### src/gsm_pkg.sv
// Shared constants, codes and types of the golden-section minimizer.
package gsm_pkg;

  localparam int unsigned FRAC_BITS = 16;
  localparam int unsigned VAL_W     = 32;
  localparam int unsigned STOP_W    = 31;

  // 0.618 in the fixed-point format, rounded to nearest
  localparam logic [FRAC_BITS-1:0] GOLDEN_Q =
    FRAC_BITS'(((64'd618 << FRAC_BITS) + 64'd500) / 64'd1000);
  localparam logic [FRAC_BITS-1:0] HALF_LSB = FRAC_BITS'(64'd1 << (FRAC_BITS - 1));

  localparam logic REQ_START = 1'b0;
  localparam logic REQ_VALUE = 1'b1;

  localparam logic [1:0] KIND_EVAL   = 2'd0;
  localparam logic [1:0] KIND_DONE   = 2'd1;
  localparam logic [1:0] KIND_IGNORE = 2'd2;

  localparam logic CFG_STOP_WIDTH = 1'b0;

  typedef enum logic [3:0] {
    PH_IDLE  = 4'b0001,
    PH_FIRST = 4'b0010,
    PH_PROBE = 4'b0100,
    PH_MID   = 4'b1000
  } phase_e;

  typedef struct packed {
    logic [1:0]              kind;
    logic signed [VAL_W-1:0] point;
    logic signed [VAL_W-1:0] min_value;
  } result_t;

endpackage

### src/golden_section_minimizer.sv
// Top level of the golden-section minimization sequencer.
// A start request (tuser = 0) carries the bounds low and high in Q16.16; the block answers
// with an evaluate result (kind 0) naming the first inner probe. Each value request
// (tuser = 1) returns the function value at the last named point and is answered by the
// next point to evaluate; the interval shrinks by 0.618 per compare, ties keeping the right
// part. Once the width is at or below stop_width (APB register at byte address 0, reset 1),
// the block asks for the midpoint and answers that value with a done result (kind 1) giving
// the position and value. A value while idle or a start while busy yields an ignored
// result (kind 2) and leaves the search as it was. Every request gives exactly one result,
// registered in the cycle after it is taken; the block takes a request in every cycle while the result
// register is empty or being drained, so it follows an evaluator at one request per clock.
// The cycle holds one 33x16 multiply for the golden step, shared by the start and compare
// paths, followed by the probe add.
module golden_section_minimizer (
  input  logic        clk_i,
  input  logic        rst_ni,
  // request stream
  input  logic        s_axis_tvalid,
  output logic        s_axis_tready,
  input  logic [95:0] s_axis_tdata,   // [31:0] start_low, [63:32] start_high, [95:64] func_value
  input  logic [0:0]  s_axis_tuser,   // [0] req_type
  // result stream
  output logic        m_axis_tvalid,
  input  logic        m_axis_tready,
  output logic [63:0] m_axis_tdata,   // [31:0] point, [63:32] min_value
  output logic [1:0]  m_axis_tuser,   // [1:0] result_kind
  // configuration
  input  logic        psel,
  input  logic        penable,
  input  logic        pwrite,
  input  logic [2:0]  paddr,
  input  logic [31:0] pwdata,
  output logic [31:0] prdata,
  output logic        pready
);

  localparam int unsigned W = gsm_pkg::VAL_W;

  // search state
  gsm_pkg::phase_e         phase_q, phase_d;
  logic signed [W-1:0]     ilo_q, ilo_d, ihi_q, ihi_d;
  logic signed [W-1:0]     plo_q, plo_d, phi_q, phi_d;
  logic signed [W-1:0]     kept_q, kept_d;
  logic                    afl_q, afl_d;
  logic [gsm_pkg::STOP_W-1:0] stop_q;

  // result register
  logic                    out_valid_q;
  gsm_pkg::result_t        res_q, res_d;

  logic                    req_acc;
  logic                    is_value;
  logic signed [W-1:0]     in_lo, in_hi, in_val;

  // compare path
  logic signed [W-1:0]     left_val, right_val;
  logic                    take_left;
  logic signed [W-1:0]     new_lo, new_hi, new_kept;
  logic signed [32:0]      w_start, w_adv, w_sel;
  logic                    keep_going;
  logic signed [32:0]      mid_sum;
  logic signed [32:0]      step;
  logic signed [33:0]      start_plo, start_phi, adv_phi, adv_plo;

  assign pready = 1'b1;
  assign prdata = (paddr[2] == gsm_pkg::CFG_STOP_WIDTH) ? {1'b0, stop_q} : 32'd0;

  assign s_axis_tready = !out_valid_q || m_axis_tready;
  assign req_acc       = s_axis_tvalid && s_axis_tready;

  assign is_value = (s_axis_tuser[0] == gsm_pkg::REQ_VALUE);
  assign in_lo    = $signed(s_axis_tdata[31:0]);
  assign in_hi    = $signed(s_axis_tdata[63:32]);
  assign in_val   = $signed(s_axis_tdata[95:64]);

  assign m_axis_tvalid = out_valid_q;
  assign m_axis_tuser  = res_q.kind;
  assign m_axis_tdata  = {res_q.min_value, res_q.point};

  // Order the two probe values: the kept one sits on the side it came from.
  always_comb begin
    left_val  = afl_q ? kept_q : in_val;
    right_val = afl_q ? in_val : kept_q;
    take_left = left_val < right_val;
    new_lo    = take_left ? ilo_q : plo_q;
    new_hi    = take_left ? phi_q : ihi_q;
    new_kept  = take_left ? left_val : right_val;
    w_start   = 33'(in_hi) - 33'(in_lo);
    w_adv     = 33'(new_hi) - 33'(new_lo);
    keep_going = w_adv > $signed({2'b00, stop_q});
    mid_sum   = 33'(new_lo) + 33'(new_hi);
    w_sel     = is_value ? w_adv : w_start;
  end

  gsm_golden_step u_step (
    .width_i (w_sel),
    .step_o  (step)
  );

  always_comb begin
    start_plo = 34'(in_hi) - 34'(step);
    start_phi = 34'(in_lo) + 34'(step);
    adv_phi   = 34'(new_lo) + 34'(step);
    adv_plo   = 34'(new_hi) - 34'(step);
  end

  // Next search state and the result for the request at the input.
  always_comb begin
    phase_d = phase_q;
    ilo_d   = ilo_q;
    ihi_d   = ihi_q;
    plo_d   = plo_q;
    phi_d   = phi_q;
    kept_d  = kept_q;
    afl_d   = afl_q;
    res_d.kind      = gsm_pkg::KIND_IGNORE;
    res_d.point     = '0;
    res_d.min_value = '0;

    if (!is_value) begin
      if (phase_q == gsm_pkg::PH_IDLE) begin
        ilo_d   = in_lo;
        ihi_d   = in_hi;
        plo_d   = start_plo[W-1:0];
        phi_d   = start_phi[W-1:0];
        phase_d = gsm_pkg::PH_FIRST;
        res_d.kind  = gsm_pkg::KIND_EVAL;
        res_d.point = start_plo[W-1:0];
      end
    end else begin
      unique case (phase_q)
        gsm_pkg::PH_IDLE: begin
          // drop a value with no search running
        end
        gsm_pkg::PH_FIRST: begin
          kept_d  = in_val;
          afl_d   = 1'b1;
          phase_d = gsm_pkg::PH_PROBE;
          res_d.kind  = gsm_pkg::KIND_EVAL;
          res_d.point = phi_q;
        end
        gsm_pkg::PH_PROBE: begin
          ilo_d  = new_lo;
          ihi_d  = new_hi;
          kept_d = new_kept;
          afl_d  = !take_left;
          res_d.kind = gsm_pkg::KIND_EVAL;
          if (keep_going) begin
            phase_d = gsm_pkg::PH_PROBE;
            if (!take_left) begin
              // advance from the left: old right probe becomes the left one
              plo_d       = phi_q;
              phi_d       = adv_phi[W-1:0];
              res_d.point = adv_phi[W-1:0];
            end else begin
              phi_d       = plo_q;
              plo_d       = adv_plo[W-1:0];
              res_d.point = adv_plo[W-1:0];
            end
          end else begin
            // narrow enough: ask for the midpoint, rounded toward minus infinity
            plo_d       = mid_sum[W:1];
            phase_d     = gsm_pkg::PH_MID;
            res_d.point = mid_sum[W:1];
          end
        end
        gsm_pkg::PH_MID: begin
          phase_d         = gsm_pkg::PH_IDLE;
          res_d.kind      = gsm_pkg::KIND_DONE;
          res_d.point     = plo_q;
          res_d.min_value = in_val;
        end
        default: begin
          phase_d = gsm_pkg::PH_IDLE;
        end
      endcase
    end
  end

  always_ff @(posedge clk_i or negedge rst_ni) begin
    if (!rst_ni) begin
      phase_q <= gsm_pkg::PH_IDLE;
      ilo_q   <= '0;
      ihi_q   <= '0;
      plo_q   <= '0;
      phi_q   <= '0;
      kept_q  <= '0;
      afl_q   <= 1'b0;
    end else if (req_acc) begin
      phase_q <= phase_d;
      ilo_q   <= ilo_d;
      ihi_q   <= ihi_d;
      plo_q   <= plo_d;
      phi_q   <= phi_d;
      kept_q  <= kept_d;
      afl_q   <= afl_d;
    end
  end

  // Hold the result until taken; load a new one whenever a request is accepted.
  always_ff @(posedge clk_i or negedge rst_ni) begin
    if (!rst_ni) begin
      out_valid_q <= 1'b0;
    end else if (req_acc) begin
      out_valid_q <= 1'b1;
    end else if (m_axis_tready) begin
      out_valid_q <= 1'b0;
    end
  end

  always_ff @(posedge clk_i) begin
    if (req_acc) begin
      res_q <= res_d;
    end
  end

  always_ff @(posedge clk_i or negedge rst_ni) begin
    if (!rst_ni) begin
      stop_q <= gsm_pkg::STOP_W'(1);
    end else if (psel && penable && pwrite && pready &&
                 paddr[2] == gsm_pkg::CFG_STOP_WIDTH) begin
      stop_q <= pwdata[gsm_pkg::STOP_W-1:0];
    end
  end

endmodule

### src/gsm_golden_step.sv
// Golden-ratio step: sign(w) * round(|w| * 0.618), ties away from zero.
module gsm_golden_step (
  input  logic signed [32:0] width_i,
  output logic signed [32:0] step_o
);

  localparam int unsigned PROD_W = 33 + gsm_pkg::FRAC_BITS;

  logic              neg;
  logic [32:0]       mag;
  logic [PROD_W-1:0] prod;
  logic [32:0]       rnd;

  always_comb begin
    neg  = width_i[32];
    mag  = neg ? 33'(-width_i) : 33'(width_i);
    prod = PROD_W'(mag) * PROD_W'(gsm_pkg::GOLDEN_Q) + PROD_W'(gsm_pkg::HALF_LSB);
    rnd  = prod[gsm_pkg::FRAC_BITS +: 33];
    step_o = neg ? -$signed(rnd) : $signed(rnd);
  end

endmodule

### config.mk
export PLATFORM = sky130hd
export DESIGN_NAME = golden_section_minimizer
export DESIGN_NICKNAME = d
export VERILOG_FILES = /design/src/gsm_pkg.sv /design/src/golden_section_minimizer.sv /design/src/gsm_golden_step.sv
export SDC_FILE = /design/constraint.sdc
export NUM_CORES = 2
export LEC_CHECK = 0
export BUFFER_PORTS_ARGS = -buffer_cell sky130_fd_sc_hd__buf_2
export CAP_MARGIN = 20
export CORE_ASPECT_RATIO = 0.9
export CORE_MARGIN = 1
export CORE_UTILIZATION = 40
export DETAILED_ROUTE_END_ITERATION = 6
export PLACE_DENSITY = 0.56
export REMOVE_ABC_BUFFERS = 1
export SLEW_MARGIN = 10
export SYNTH_ARGS = -nofsm -noshare
export SYNTH_HDL_FRONTEND = slang
export SYNTH_SLANG_ARGS = --single-unit
### constraint.sdc
create_clock -name clk_i -period 58.8 [get_ports clk_i]
set_input_delay 11.76 -clock clk_i [delete_from_list [all_inputs] [get_ports clk_i]]
set_output_delay 11.76 -clock clk_i [all_outputs]
set_load 0.05 [all_outputs]
# Yosys cells after proc, flatten, opt, wreduce, memory -nomap -nowiden
# Cells that the tools add are included.
# classes
n_addsub	10
n_mul	1
n_div	0
n_lt_le_gt_ge	2
n_eq_ne	7
shift	0
mux	38
n_bitwise	1
n_reduce_logical	15
# ops
cell	n
two-way mux 32 bit	24
one-hot mux 34 bit (3 select lines)	1
two-way mux 34 bit	2
two-way mux 33 bit	2
subtractor 32 x 32 -> 33 bit	2
adder 32 bit	2
one-hot mux 32 bit (2 select lines)	1
subtractor 32 bit	2
adder 48 x 16 -> 48 bit (second input constant)	1
multiplier 33 x 16 -> 48 bit (second input constant)	1
adder 32 x 32 -> 33 bit	1
greater-than comparator 33 x 32 -> 1 bit	1
negator 33 bit	1
< comparator 32 bit	1
negator 32 bit	1
two-way mux 31 bit	1
two-way mux 4 bit	3
one-hot mux 4 bit (3 select lines)	1
AND reduction 3 bit	3
nonzero test 2 bit	3
equality test 4 x 1 -> 1 bit (second input constant)	1
equality test 4 x 2 -> 1 bit (second input constant)	1
equality test 4 x 3 -> 1 bit (second input constant)	1
equality test 4 bit (second input constant)	1
other kinds (10)	16
# word_totals
ff_bits	263
latchBits	0
mem_bits_rw	0
mem_bits_ro	0
in_bits	139
out_inout_bits	101
elab_cells	86
n_memories	0

# Depth between registers and ports, before layout
# logic_depth
ltp_word	16
ltp_mapped	89
ltp_nobuf	76

# Cells and area by module
# A second synthesis with hierarchy kept.
# unflattened
cells_unflattened	4452
area_unflattened_um2	37766.2
# by_module_without_submodules
mod	instances	cells_per_inst	area_per_inst_um2	seq_area_each_um2
golden_section_minimizer	1	3204	26441.6	6914.1
gsm_golden_step	1	1248	11324.6	0.0

# Worst setup path before layout
# Ideal clock, no wire load.
# synth_path
path_type	input -> register
startpoint	input port s_axis_tdata[87]
endpoint	register res_q (netlist bit m_axis_tdata[31]), data pin
setup_time_ns	0.273
arrival_time_ns	29.631
t_required_ns	58.527
setup_slack_ns	28.896
path_stages	79
path_buffers	11
path_cell_list	mux2_2 ha_1 nand4_1 nor4_1 nand2_1 o41ai_2 o21ai_2 nand2_2 buf_2 buf_2 clkbuf_1 clkbuf_1 clkbuf_1 mux2i_1 ha_1 buf_2 a21o_1 a21o_1 [... 43 more ...] o221ai_1 nand3_1 o41ai_1 a22oi_1 o211ai_1 o32ai_1 o221ai_1 and2_1 a2111oi_0 or2_1 a221oi_1 a221oi_1 maj3_2 maj3_2 maj3_1 a21oi_1 xnor2_1 o22ai_1
# synth_lines
item	line	text
start: declaration	golden_section_minimizer.sv:20	input logic [95:0] s_axis_tdata,
end signal: assignment	golden_section_minimizer.sv:213	res_q <= res_d;
end: declaration	golden_section_minimizer.sv:49	gsm_pkg::result_t res_q, res_d;

==> metrics.md <==
| Metric | Value |
|---|---|
| Routed Antenna Nets | 0 |
| Sequential share of the synthesized area | 17.6% |
| Synth async-reset ratio | 74.9% |
| Die area | between 0.09 and 0.1 mm^2 |
| CP Capture Type | flip-flop |
| Worst Path Arrival | between 30 and 40 ns |
| # port buffers | ~230 |
| Hold slack | roughly 0.48 ns |
| Drt pass-1 iters | 6 |
| DR iter-0 viols | a little over 3,000 |
| Row Count | ~110 |
| Worst setup margin | about 26 ns |
| Max Buffers Root-to-Sink | 3 |
| Uppermost layer routed | met5 |
| Num CTS Buffers | 36 |
| Crit start category | input port |
| Remaining global-route overflow | 0 |
| Max FO, Critical Path | 69 |
| Syn Area/Cell | 8.19 um^2 |
| Final Util | roughly 44% |
| Yosys cell types | 122 |
| WP data required | around 59 ns |
| Met3 WL | 9720 um |
| Root buf cell | clkbuf_16 |
| Status | completed |
| IO Count | 240 |
| CTS Sinks | 263 |
| Drt wl/cell | about 22 um |
| Starting Density | 40.5% |
| Largest net degree at the start of global routing | between 90 and 100 |
| Number of flops mapped to enable cells by yosys | 66 |
| GP Congestion | 0.953 |
| Relative max-transition margin | a little under a quarter |
| Final setup vio count | 0 |
| Total GRT Usage | between 20% and 30% |
| Ys flop type | dfrtp_1 |
| Post-Place Setup Slack | between 20 and 30 ns |
| CTS H-tree lvls | 2 |
| Vias per cell | 5.74 |
| Cts repair resizes | 0 |
| DIE HEIGHT | around 300 um |
| Post-Syn Area | 0.0393 mm^2 |
| Crit path largest cell delay | ~0.9 ns |
| First-pass GRT wire length | about 210,000 um |
| Maximum clock rate | slightly above 30 MHz |
| Mapped Cells | 4,794 |
| Critical path's slowest cell | xor2_1 |
| Setup CP Type | in2reg |
| Dpl hpwl | approximately 110,000 um |
| Chip width | between 300 and 400 um |
| Layout overhead on the synthesized area | 9.41% |
| Final #Nets | 5,713 |
| #FFs+latches synth | 263 |
| MaxCap Viol Count | 0 |
| Fin. max-slew vios | 0 |
| WL met1 | between 60,000 and 70,000 um |
| Worst slew pin tran | approximately 1.1 ns |
| Drc violations | 0 |
| Area leader, netlist | ha_1 |
| Layout cells sized above 1 | between 10% and 20% |
| Ys Warns | 0 |
| Final wirelength | between 100,000 and 150,000 um |
| Vias in the first global route | approximately 34,000 |
| Met2 WL post-DR | slightly above 60,000 um |
| Via count | approximately 36,000 |
| Synth top area share | around 14% |
| Fin crit period | between 30 and 40 ns |
| RSZ-0062 raised after global routing | no |
| Hold Crit Class | reg2reg |
| Skew final | 0.0323 ns |
| Antenna violations before repair | 14 |
| CTS tree | built |
| Setup TNS | 0 ns |
| Top post-synthesis cells by area | ha_1 14%, dfrtp_1 12%, fa_1 10% |
| Post-CTS Hold Buffers | 0 |
| Period utilisation layout | between 50 and 60% |
| Post-CTS Setup Bufs | 0 |
| Final hold viol count | 0 |
| Core footprint | just under 0.1 mm^2 |
| CTS clock-pin slew for the worst setup and hold paths | about 0.06 ns |
| Clk_lat worst skew | 0.62 ns |
## path summary, 6_finish.rpt
| path | from | slack [ns] | cells after the start | end |
|---|---|---|---|---|
| min in group asynchronous | rst_ni | 11.22 | 1 | phi_q[3]$_DFFE_PN0P_ |
| min reg2reg | ihi_q[27]$_DFFE_PN0P_ | 0.48 | 2 | ihi_q[27]$_DFFE_PN0P_ |
| max in group asynchronous | rst_ni | 46.19 | 2 | ihi_q[28]$_DFFE_PN0P_ |
| max reg2reg | afl_q$_DFFE_PN0P_ | 35.82 | 72 | m_axis_tdata[30]$_DFFE_PP_ |
| min | ihi_q[27]$_DFFE_PN0P_ | 0.48 | 2 | ihi_q[27]$_DFFE_PN0P_ |
| max | s_axis_tdata[87] | 25.83 | 72 | m_axis_tdata[30]$_DFFE_PP_ |
## routing by layer
| layer | up-vias | GRT usage [%] |
|---|---|---|
| met2 | 1248 | 43.5 |
| met4 | 4 | 9.67 |
| met1 | 17200 | 37.2 |
| met3 | 255 | 4.23 |
| met5 | - | 0 |
| li1 | 17100 | - |
## flip-flops by register name, summed over array words and instances (netlist names)
signal / cells
m_axis_tdata: 64
ihi_q: 32
ilo_q: 32
kept_q: 32
phi_q: 32
plo_q: 32
stop_q: 31
phase_q: 4
m_axis_tuser: 2
afl_q: 1
m_axis_tvalid: 1
## area by class of cell
class / count / area (um^2)
timing repair buffer: 296 / 1670
inverter: 516 / 1950
multi-input combinational: 3818 / 29700
antenna: 5 / 12.5
clock buffer: 41 / 920
fill: 9800 / 53900
tap: 1265 / 1580
clock inverter: 25 / 200
sequential: 263 / 6920
## worst max-delay path, delay by kind of cell
| kind | cells | cell delay, ns |
|---|---|---|
| xor gates and xnor gates | 3 | 1.60 |
| muxes | 1 | 0.26 |
| AOI/OAI and AO/OA | 25 | 7.40 |
| and+or+nand+nor | 21 | 5.31 |
| adders and majority gates | 12 | 4.84 |
| buffers and inverters | 10 | 2.03 |
## Yosys cell counts, types with 22 or more instances
cell type / count
o22ai_1: 22
ha_1: 446
o31ai_1: 27
mux2_2: 97
and2_1: 43
and3_1: 66
o211ai_1: 26
nor2_1: 367
nand2b_1: 47
a221oi_1: 27
a21o_1: 103
nor2b_1: 45
clkbuf_1: 152
a22oi_1: 24
o21a_1: 33
fa_1: 197
a31oi_1: 44
dfrtp_1: 195
xnor2_1: 240
maj3_1: 23
or3_1: 24
o21bai_1: 26
a21oi_1: 305
a211oi_1: 41
inv_1: 507
xor2_1: 103
edfxtp_1: 66
mux2i_1: 120
o21ai_0: 290
nor3_1: 72
nand4_1: 30
nand3_1: 82
nand2_1: 490
## stage by stage
stage | cell area, um^2 | std cells
final | 43000 | 6229
after global routing | 43000 | 6225
after CTS | 42900 | 6223
after detailed placement | 41800 | 6157
after global placement | 41800 | 6157
after floorplan | 38500 | 4597
## layout by cell type, fill, tap and decap left out, types with 194 or more instances in the layout
cell     instances
dfrtp_1        194
fa_1           197
a21oi_1        304
o21ai_0        289
xnor2_1        240
nor2_1         366
ha_1           446
nand2_1        490
inv_1          505
buf_2          232
## kinds of logic (layout without fill, tap and decap cells)
kind of cell	after synthesis	in the layout	synth area share, %
and+or+nand+nor	1374	1374	16.4
AOI/OAI and AO/OA	1199	1199	20.1
buffers and inverters	713	878	6.97
adders and majority gates	675	675	25.1
xor gates and xnor gates	350	350	7.99
DFF	263	263	17.6
muxes	218	218	5.88
other	2	7	0.0191
Power is not shown: default switching activity piles up to over one toggle a cycle in this logic, so the estimate is an artifact.
